===== src/rtl/assert_macros.svh =====
// ----------------------------------------------------------------------------
// Assertion macros
// Concurrent assertion helpers; they expand to nothing in synthesis.
// ----------------------------------------------------------------------------
`ifndef ASSERT_MACROS_SVH
`define ASSERT_MACROS_SVH

`ifndef SYNTHESIS

// Property holds at every edge outside reset
`define DCF_ASSERT(lbl, clk, rst_n, prop) \
  lbl: assert property (@(posedge clk) disable iff (!rst_n) prop) \
    else $error("assertion failed");

// Antecedent in one cycle implies consequent in the next
`define DCF_ASSERT_NEXT(lbl, clk, rst_n, ante, cons) \
  lbl: assert property (@(posedge clk) disable iff (!rst_n) (ante) |=> (cons)) \
    else $error("assertion failed");

`else

`define DCF_ASSERT(lbl, clk, rst_n, prop)
`define DCF_ASSERT_NEXT(lbl, clk, rst_n, ante, cons)

`endif

`endif


===== src/rtl/dcf_pkg.sv =====
// ----------------------------------------------------------------------------
// dcf_pkg
// Shared types and constants of the delimited chunk framer.
// ----------------------------------------------------------------------------
package dcf_pkg;

  // Configuration port address width and register indexes
  localparam int CFG_ADDR_W = 4;

  localparam logic [1:0] REG_START_SEQ = 2'd0;
  localparam logic [1:0] REG_END_SEQ   = 2'd1;
  localparam logic [1:0] REG_PAD_BYTE  = 2'd2;

  // One input item
  typedef struct packed {
    logic [7:0] payload_byte;
    logic       frame_end;
    logic       empty_frame;
  } in_item_t;

  // One result item
  typedef struct packed {
    logic [7:0] out_byte;
    logic       chunk_last;
    logic       frame_last;
    logic       run_last;
  } out_item_t;

  // Register file contents seen by the emitter
  typedef struct packed {
    logic [31:0] start_sequence;
    logic [31:0] end_sequence;
    logic [7:0]  pad_byte;
  } cfg_t;

endpackage


===== src/rtl/delimited_chunk_framer_top.sv =====
// ----------------------------------------------------------------------------
// delimited_chunk_framer_top
// Frames payload bytes with start/end delimiters into fixed-size chunks.
// ----------------------------------------------------------------------------
// Usage:
//   in_valid/in_ready/in_data carry one payload byte per transfer with its
//   frame_end and empty_frame flags. out_valid/out_ready/out_data carry the
//   framed byte stream with chunk_last, frame_last and run_last markers.
//   The APB-style port (psel .. pready) holds start_sequence (0x0),
//   end_sequence (0x4) and pad_byte (0x8); write them while the block idles.
//   Each input transfer yields one byte per cycle while out_ready is high: 1
//   for a mid-frame byte, plus SEQ_BYTES for a frame opening, plus SEQ_BYTES
//   and the padding up to the chunk boundary for a frame close. in_ready is
//   dropped while the sequencer emits the extra bytes, so throughput is one
//   payload byte per cycle inside a frame while out_ready is high. An input
//   transfer reaches the output through the item register, then the result
//   register. Reset clears the open-frame flag, chunk position and both valid
//   stages; configuration registers return to zero. When out_ready is low
//   the result register holds, the sequencer stalls and one further item may
//   wait in the item register.
// ----------------------------------------------------------------------------
module delimited_chunk_framer_top #(
  parameter int SEQ_BYTES   = 4,
  parameter int CHUNK_BYTES = 16
) (
  input  logic                           clk,
  input  logic                           rst_n,
  input  logic                           in_valid,
  output logic                           in_ready,
  input  dcf_pkg::in_item_t              in_data,
  output logic                           out_valid,
  input  logic                           out_ready,
  output dcf_pkg::out_item_t             out_data,
  input  logic                           psel,
  input  logic                           penable,
  input  logic                           pwrite,
  input  logic [dcf_pkg::CFG_ADDR_W-1:0] paddr,
  input  logic [31:0]                    pwdata,
  output logic [31:0]                    prdata,
  output logic                           pready
);

  dcf_pkg::cfg_t      cfg;
  logic               emit_valid;
  logic               emit_ready;
  dcf_pkg::out_item_t emit_data;

  // Register file
  dcf_cfg_regs u_cfg (
    .clk     (clk),
    .rst_n   (rst_n),
    .psel    (psel),
    .penable (penable),
    .pwrite  (pwrite),
    .paddr   (paddr),
    .pwdata  (pwdata),
    .prdata  (prdata),
    .pready  (pready),
    .cfg     (cfg)
  );

  // Byte sequencer
  dcf_emitter #(
    .SEQ_BYTES   (SEQ_BYTES),
    .CHUNK_BYTES (CHUNK_BYTES)
  ) u_emit (
    .clk        (clk),
    .rst_n      (rst_n),
    .in_valid   (in_valid),
    .in_ready   (in_ready),
    .in_data    (in_data),
    .cfg        (cfg),
    .emit_valid (emit_valid),
    .emit_ready (emit_ready),
    .emit_data  (emit_data)
  );

  // Result register
  dcf_out_reg u_out (
    .clk     (clk),
    .rst_n   (rst_n),
    .s_valid (emit_valid),
    .s_ready (emit_ready),
    .s_data  (emit_data),
    .m_valid (out_valid),
    .m_ready (out_ready),
    .m_data  (out_data)
  );

endmodule


===== src/rtl/dcf_cfg_regs.sv =====
// ----------------------------------------------------------------------------
// dcf_cfg_regs
// APB-style register file: start sequence, end sequence and pad byte.
// ----------------------------------------------------------------------------
module dcf_cfg_regs (
  input  logic                         clk,
  input  logic                         rst_n,
  input  logic                         psel,
  input  logic                         penable,
  input  logic                         pwrite,
  input  logic [dcf_pkg::CFG_ADDR_W-1:0] paddr,
  input  logic [31:0]                  pwdata,
  output logic [31:0]                  prdata,
  output logic                         pready,
  output dcf_pkg::cfg_t                cfg
);

  dcf_pkg::cfg_t cfg_r;
  logic          wr_en;
  logic [1:0]    reg_idx;

  assign pready  = 1'b1;
  assign wr_en   = psel & penable & pwrite;
  assign reg_idx = paddr[3:2];

  // Register writes; unmapped index is ignored
  always_ff @(posedge clk) begin
    if (!rst_n) begin
      cfg_r <= '0;
    end else if (wr_en) begin
      unique case (reg_idx)
        dcf_pkg::REG_START_SEQ: cfg_r.start_sequence <= pwdata;
        dcf_pkg::REG_END_SEQ:   cfg_r.end_sequence   <= pwdata;
        dcf_pkg::REG_PAD_BYTE:  cfg_r.pad_byte       <= pwdata[7:0];
        default: ;
      endcase
    end
  end

  // Read back
  always_comb begin
    unique case (reg_idx)
      dcf_pkg::REG_START_SEQ: prdata = cfg_r.start_sequence;
      dcf_pkg::REG_END_SEQ:   prdata = cfg_r.end_sequence;
      dcf_pkg::REG_PAD_BYTE:  prdata = {24'd0, cfg_r.pad_byte};
      default:                prdata = '0;
    endcase
  end

  assign cfg = cfg_r;

endmodule


===== src/rtl/dcf_emitter.sv =====
// ----------------------------------------------------------------------------
// dcf_emitter
// Item register plus byte sequencer: start sequence, payload, end sequence
// and chunk padding, one byte per cycle while emit_ready is high.
// ----------------------------------------------------------------------------
`include "assert_macros.svh"

module dcf_emitter #(
  parameter int SEQ_BYTES   = 4,
  parameter int CHUNK_BYTES = 16
) (
  input  logic               clk,
  input  logic               rst_n,
  input  logic               in_valid,
  output logic               in_ready,
  input  dcf_pkg::in_item_t  in_data,
  input  dcf_pkg::cfg_t      cfg,
  output logic               emit_valid,
  input  logic               emit_ready,
  output dcf_pkg::out_item_t emit_data
);

  localparam int SEQ_W  = (SEQ_BYTES > 1) ? $clog2(SEQ_BYTES) : 1;
  localparam int CPOS_W = $clog2(CHUNK_BYTES);
  localparam logic [SEQ_W-1:0]  SEQ_LAST   = SEQ_W'(SEQ_BYTES - 1);
  localparam logic [CPOS_W-1:0] CHUNK_LAST = CPOS_W'(CHUNK_BYTES - 1);

  // Sequencer phases
  localparam logic [1:0] PH_START = 2'd0;
  localparam logic [1:0] PH_DATA  = 2'd1;
  localparam logic [1:0] PH_END   = 2'd2;
  localparam logic [1:0] PH_PAD   = 2'd3;

  dcf_pkg::in_item_t  item_r;
  logic               item_valid_r, item_valid_nxt;
  logic [1:0]         phase_r, phase_nxt;
  logic [SEQ_W-1:0]   idx_r, idx_nxt;
  logic               in_frame_r, in_frame_nxt;
  logic [CPOS_W-1:0]  chunk_pos_r, chunk_pos_nxt;

  logic               fire;
  logic               done_fire;
  logic               item_done;
  logic               seq_done;
  logic               chunk_end;
  logic               in_accept;
  logic [7:0]         byte_sel;

  // Delimiter byte: idx 0 is the most significant used byte
  function automatic logic [7:0] delim_sel(input logic [31:0] seq,
                                           input logic [SEQ_W-1:0] idx);
    logic [SEQ_W-1:0] pos;
    logic [3:0]       pos_ext;
    pos     = SEQ_LAST - idx;
    pos_ext = 4'(pos);
    if (pos_ext < 4'd4) begin
      delim_sel = seq[{pos_ext[1:0], 3'b000} +: 8];
    end else begin
      delim_sel = 8'd0;
    end
  endfunction

  assign seq_done  = (idx_r == SEQ_LAST);
  assign chunk_end = (chunk_pos_r == CHUNK_LAST);

  // Byte for the current phase and whether the item finishes with it
  always_comb begin
    unique case (phase_r)
      PH_START: begin
        byte_sel  = delim_sel(cfg.start_sequence, idx_r);
        item_done = 1'b0;
      end
      PH_DATA: begin
        byte_sel  = item_r.payload_byte;
        item_done = ~item_r.frame_end;
      end
      PH_END: begin
        byte_sel  = delim_sel(cfg.end_sequence, idx_r);
        item_done = 1'b0;
      end
      default: begin
        byte_sel  = cfg.pad_byte;
        item_done = chunk_end;
      end
    endcase
  end

  assign emit_valid           = item_valid_r;
  assign emit_data.out_byte   = byte_sel;
  assign emit_data.chunk_last = chunk_end;
  assign emit_data.frame_last = item_done & (phase_r == PH_PAD);
  assign emit_data.run_last   = item_done;

  assign fire      = item_valid_r & emit_ready;
  assign done_fire = fire & item_done;
  assign in_ready  = ~item_valid_r | done_fire;
  assign in_accept = in_valid & in_ready;

  // Frame state, chunk position and item slot
  always_comb begin
    in_frame_nxt   = done_fire ? (phase_r == PH_DATA) : in_frame_r;
    chunk_pos_nxt  = chunk_pos_r;
    if (fire) begin
      chunk_pos_nxt = chunk_end ? '0 : chunk_pos_r + 1'b1;
    end
    item_valid_nxt = in_accept ? 1'b1 : (done_fire ? 1'b0 : item_valid_r);
  end

  // Phase sequencing; a newly loaded item picks its first phase
  always_comb begin
    phase_nxt = phase_r;
    idx_nxt   = idx_r;
    if (fire) begin
      unique case (phase_r)
        PH_START: begin
          if (seq_done) begin
            idx_nxt   = '0;
            phase_nxt = item_r.empty_frame ? PH_END : PH_DATA;
          end else begin
            idx_nxt = idx_r + 1'b1;
          end
        end
        PH_DATA: begin
          idx_nxt   = '0;
          phase_nxt = PH_END;
        end
        PH_END: begin
          if (seq_done) begin
            phase_nxt = PH_PAD;
          end else begin
            idx_nxt = idx_r + 1'b1;
          end
        end
        default: ;
      endcase
    end
    if (in_accept) begin
      idx_nxt = '0;
      if (!in_frame_nxt) begin
        phase_nxt = PH_START;
      end else if (in_data.empty_frame) begin
        phase_nxt = PH_END;
      end else begin
        phase_nxt = PH_DATA;
      end
    end
  end

  // Control registers
  always_ff @(posedge clk) begin
    if (!rst_n) begin
      item_valid_r <= 1'b0;
      phase_r      <= PH_START;
      idx_r        <= '0;
      in_frame_r   <= 1'b0;
      chunk_pos_r  <= '0;
    end else begin
      item_valid_r <= item_valid_nxt;
      phase_r      <= phase_nxt;
      idx_r        <= idx_nxt;
      in_frame_r   <= in_frame_nxt;
      chunk_pos_r  <= chunk_pos_nxt;
    end
  end

  // Item payload register
  always_ff @(posedge clk) begin
    if (in_accept) begin
      item_r <= in_data;
    end
  end

  // Checks
  `DCF_ASSERT(a_pos_range, clk, rst_n, chunk_pos_r <= CHUNK_LAST)
  `DCF_ASSERT(a_start_closed, clk, rst_n,
    (item_valid_r && phase_r == PH_START) |-> !in_frame_r)
  `DCF_ASSERT(a_data_not_empty, clk, rst_n,
    (item_valid_r && phase_r == PH_DATA) |-> !item_r.empty_frame)
  `DCF_ASSERT_NEXT(a_close_aligned, clk, rst_n, fire && emit_data.frame_last,
    !in_frame_r && chunk_pos_r == '0)

endmodule


===== src/rtl/dcf_out_reg.sv =====
// ----------------------------------------------------------------------------
// dcf_out_reg
// Result register between the sequencer and the output channel.
// ----------------------------------------------------------------------------
module dcf_out_reg (
  input  logic               clk,
  input  logic               rst_n,
  input  logic               s_valid,
  output logic               s_ready,
  input  dcf_pkg::out_item_t s_data,
  output logic               m_valid,
  input  logic               m_ready,
  output dcf_pkg::out_item_t m_data
);

  logic               valid_r, valid_nxt;
  dcf_pkg::out_item_t data_r;

  // Load whenever empty or the held result is being taken
  assign s_ready   = ~valid_r | m_ready;
  assign valid_nxt = s_ready ? s_valid : valid_r;

  always_ff @(posedge clk) begin
    if (!rst_n) begin
      valid_r <= 1'b0;
    end else begin
      valid_r <= valid_nxt;
    end
  end

  always_ff @(posedge clk) begin
    if (s_ready && s_valid) begin
      data_r <= s_data;
    end
  end

  assign m_valid = valid_r;
  assign m_data  = data_r;

endmodule


===== config.mk =====
export PLATFORM = sky130hd
export DESIGN_NAME = delimited_chunk_framer_top
export DESIGN_NICKNAME = d
export VERILOG_FILES = /design/src/rtl/dcf_pkg.sv /design/src/rtl/delimited_chunk_framer_top.sv /design/src/rtl/dcf_cfg_regs.sv /design/src/rtl/dcf_emitter.sv /design/src/rtl/dcf_out_reg.sv
export VERILOG_INCLUDE_DIRS = /design/src /design/src/rtl
export SDC_FILE = /design/constraint.sdc
export NUM_CORES = 1
export LEC_CHECK = 0
export BUFFER_PORTS_ARGS = -buffer_cell sky130_fd_sc_hd__buf_2
export CORE_MARGIN = 2
export CORE_UTILIZATION = 40
export CTS_CLUSTER_SIZE = 28
export DETAILED_ROUTE_END_ITERATION = 8
export SYNTH_ARGS = -nofsm -noshare
export SYNTH_HDL_FRONTEND = slang
export SYNTH_HIERARCHICAL = 1
export SYNTH_SLANG_ARGS = --single-unit

===== constraint.sdc =====
create_clock -name clk -period 4.9 [get_ports clk]
set_input_delay 0.245 -clock clk [delete_from_list [all_inputs] [get_ports clk]]
set_output_delay 0.245 -clock clk [all_outputs]
set_load 0.005 [all_outputs]

==> results.cfg <==
[min_path]
hold_path.class = primary input to flop

[place]
dp_slack_ps = 2400
portBuffers = 95
dpl_cell_area_sq_um = 5720
dp_hpwl_microns = 8490
gp_routability_congestion = 0.808

[flow_run]
drv_cap = 0

[synth]
synth_area_per_cell_sq_um = 10.3
synth-edff-count = 21
async_flop_share_pct = 0
synth_nets = 565
ys_types = 46
synth_flop_cell = dfxtp_1
ys_seq_area_share_pct = 43.9
ys_warn_count = 6
syn_inst = 505
ys_ff_latch = 104
synthesis.area_sq_um = 5220

[timing]
worst_slack_ps = 2440
fin_crit_ps = 2460
finalSetupViolCount = 0
fin_tns_setup_ps = 0
hold_viol_final = 0
whs_ps = 67.6
clock_skew_ps = 6.03
drv_slew = 0
fin_crit_sh_pct = 50.1
rsz0062_at_grt = no
fmax_mhz = 407
maxSlewHeadroom_pct = 26.9
worst_pin_slew_ps = 1100

[floorplan]
die_y_microns = 118
io_pins = 99
initial_core_util_pct = 41.2
placementRows = 41
core_area_sq_um = 12700
die_w_microns = 118
dieArea_sq_um = 14000

[global_route]
grt_pass1_vias = 3904
grt_pass1_wl_microns = 20000
antenna_found_initial = 0
grt_max_degree = 114
grt_use_total_pct = 18.2
grt_overflow = 0

[clock_network]
clock_latency_ps = 350
clock_path_buffers = 2
postCtsSetupRepairBufs = 0
cts_buffers = 9
cts.sinks = 104
cts_tree = done
clk_pin_slew_ps = 70
h-tree-depth = 3
hold_buffers = 0
root_buffer = clkbuf_16
cts_resized = 0

[critical_path]
start_kind = flop
cp.arrival_ps = 2700
crit_required_ps = 5140
critical_path_class = flop to flop
end_kind = flop
path_max_fanout = 21

[cells_and_area]
fin_nets = 637
fin_util_pct = 47.3
antennaDiodeCount = 0
drive_above_1_share_pct = 23.0
areaGrowthSynthToFinish_pct = 15.0
design_area_sq_um = 6000

[power]
power.density_nw_per_um2 = 286
peakVddDrop_v = 0.000145
leakage_nw = 2.62

[routing]
drc_errors = 0
routedWlPerCell_microns = 16.4
first_iter_violations = 221
wl_microns = 12400
via_per_inst = 5.05
firstDrtPassIters = 5
ant_nets = 0
vias = 3804

[outcome]
outcome = completed
[synthesized netlist by cell type (2+ instances only)]
library cell,n,area [sq um]
edfxtp_1,21,631
clkbuf_1,14,52.6
o21ai_1,7,35.0
nand4_1,2,12.5
or3b_1,2,17.5
nor2_1,28,105
mux4_2,10,225
nor3_1,2,10.0
ha_1,7,87.6
o21ai_0,11,55.1
nand3_1,4,20.0
buf_4,9,67.6
nand2b_1,3,18.8
buf_1,3,11.3
dfxtp_1,83,1660
a32o_1,2,20.0
a21oi_1,2,10.0
mux4_1,6,158
mux2i_1,114,1140
buf_2,8,40.0
a21boi_0,3,22.5
inv_1,8,30.0
a22oi_1,8,60.1
nor2b_1,6,37.5
buf_6,4,45.0
nand2_1,116,435
and2_1,3,18.8
[flip-flops by register name, indices dropped and copies added (netlist names)]
signal              flops
u_cfg/cfg              72
u_out/m_valid           1
u_emit/emit_valid       1
u_emit/chunk_pos_r      4
u_out/m_data           11
u_emit/idx_r            2
u_emit/in_frame_r       1
u_emit/item_r          10
u_emit/phase_r          2
[per-stage QoR]
stage	cells	power, mW
4_1_cts	754	1.74
5_1_grt	754	1.79
6_report	754	1.72
3_5_place_dp	738	1.05
2_1_floorplan	505	1.00
3_3_place_gp	738	1.05
[placed cells by master (no fill, tap or decap), types with 2 or more instances in the layout]
master,n
dfxtp_1,83
nand3_1,4
buf_4,6
nor3_1,2
nor2_1,28
clkinvlp_4,2
inv_1,8
edfxtp_1,21
mux4_1,6
mux2i_1,114
a32o_1,2
nand2b_1,3
nor2b_1,6
buf_2,94
a21boi_0,3
ha_1,7
a21oi_1,2
nand2_1,116
clkbuf_16,9
o21ai_0,11
o21ai_1,7
a22oi_1,8
mux4_2,10
inv_6,3
and2_1,3
nand4_1,2
[metal layers]
layer / track usage (%) / vias to the layer above / routed length (microns)
met5: 0 / - / 0
met4: 6.33 / 0 / 164
met3: 3.57 / 12 / 471
met2: 29.9 / 82 / 5850
met1: 24.0 / 1797 / 5910
li1: - / 1913 / -
[cell type report]
| class | instances | area, sq um |
|---|---|---|
| clock buffers | 9 | 225 |
| clock inverters | 7 | 55.1 |
| fillers | 1204 | 6670 |
| inverters | 8 | 30.0 |
| multi-input cells | 354 | 2670 |
| flip-flops and latches | 104 | 2290 |
| well taps | 172 | 215 |
| repair buffers | 100 | 515 |
[kinds of logic (layout without fill, tap and decap cells)]
kind of cell    after synthesis  after routing  synth area share (%)
compound gates               42             42                  5.64
xor+xnor                      1              1                 0.168
fa+ha+maj                     7              7                  1.68
buf+inv                      47            124                  5.11
flops                       104            104                  43.9
mux                         131            131                  29.4
other cells                   1              1                0.0719
simple gates                172            172                  14.0
[power breakdown]
| group | leakage, nW | internal [mW] | total [mW] | switching [mW] |
|---|---|---|---|---|
| combinational | 1.61 | 0.0520 | 0.125 | 0.0730 |
| sequential | 0.876 | 0.893 | 0.907 | 0.0143 |
| clock | 0.133 | 0.350 | 0.684 | 0.334 |
| total | 2.62 | 1.29 | 1.72 | 0.422 |
[worst max-delay path, stage by stage, from the launching register on]
cell	delay [ps]
dfxtp_1	350
inv_1	90
ha_1	850
o21ai_0	270
a21oi_2	250
mux2_1	340
a32o_1	200
[path summary, 6_finish.rpt]
path	from	end	slack (ps)	cells past startpoint
setup / recovery	u_emit/phase_r[0]	u_emit/phase_r[0]	2440	6
hold / removal	in_data[1]	u_emit/item_r[1]	70	1
setup reg to reg	u_emit/phase_r[0]	u_emit/phase_r[0]	2440	6
hold reg to reg	u_cfg/cfg[22]	u_cfg/cfg[22]	470	2
Power figures use the tool's default switching activity.
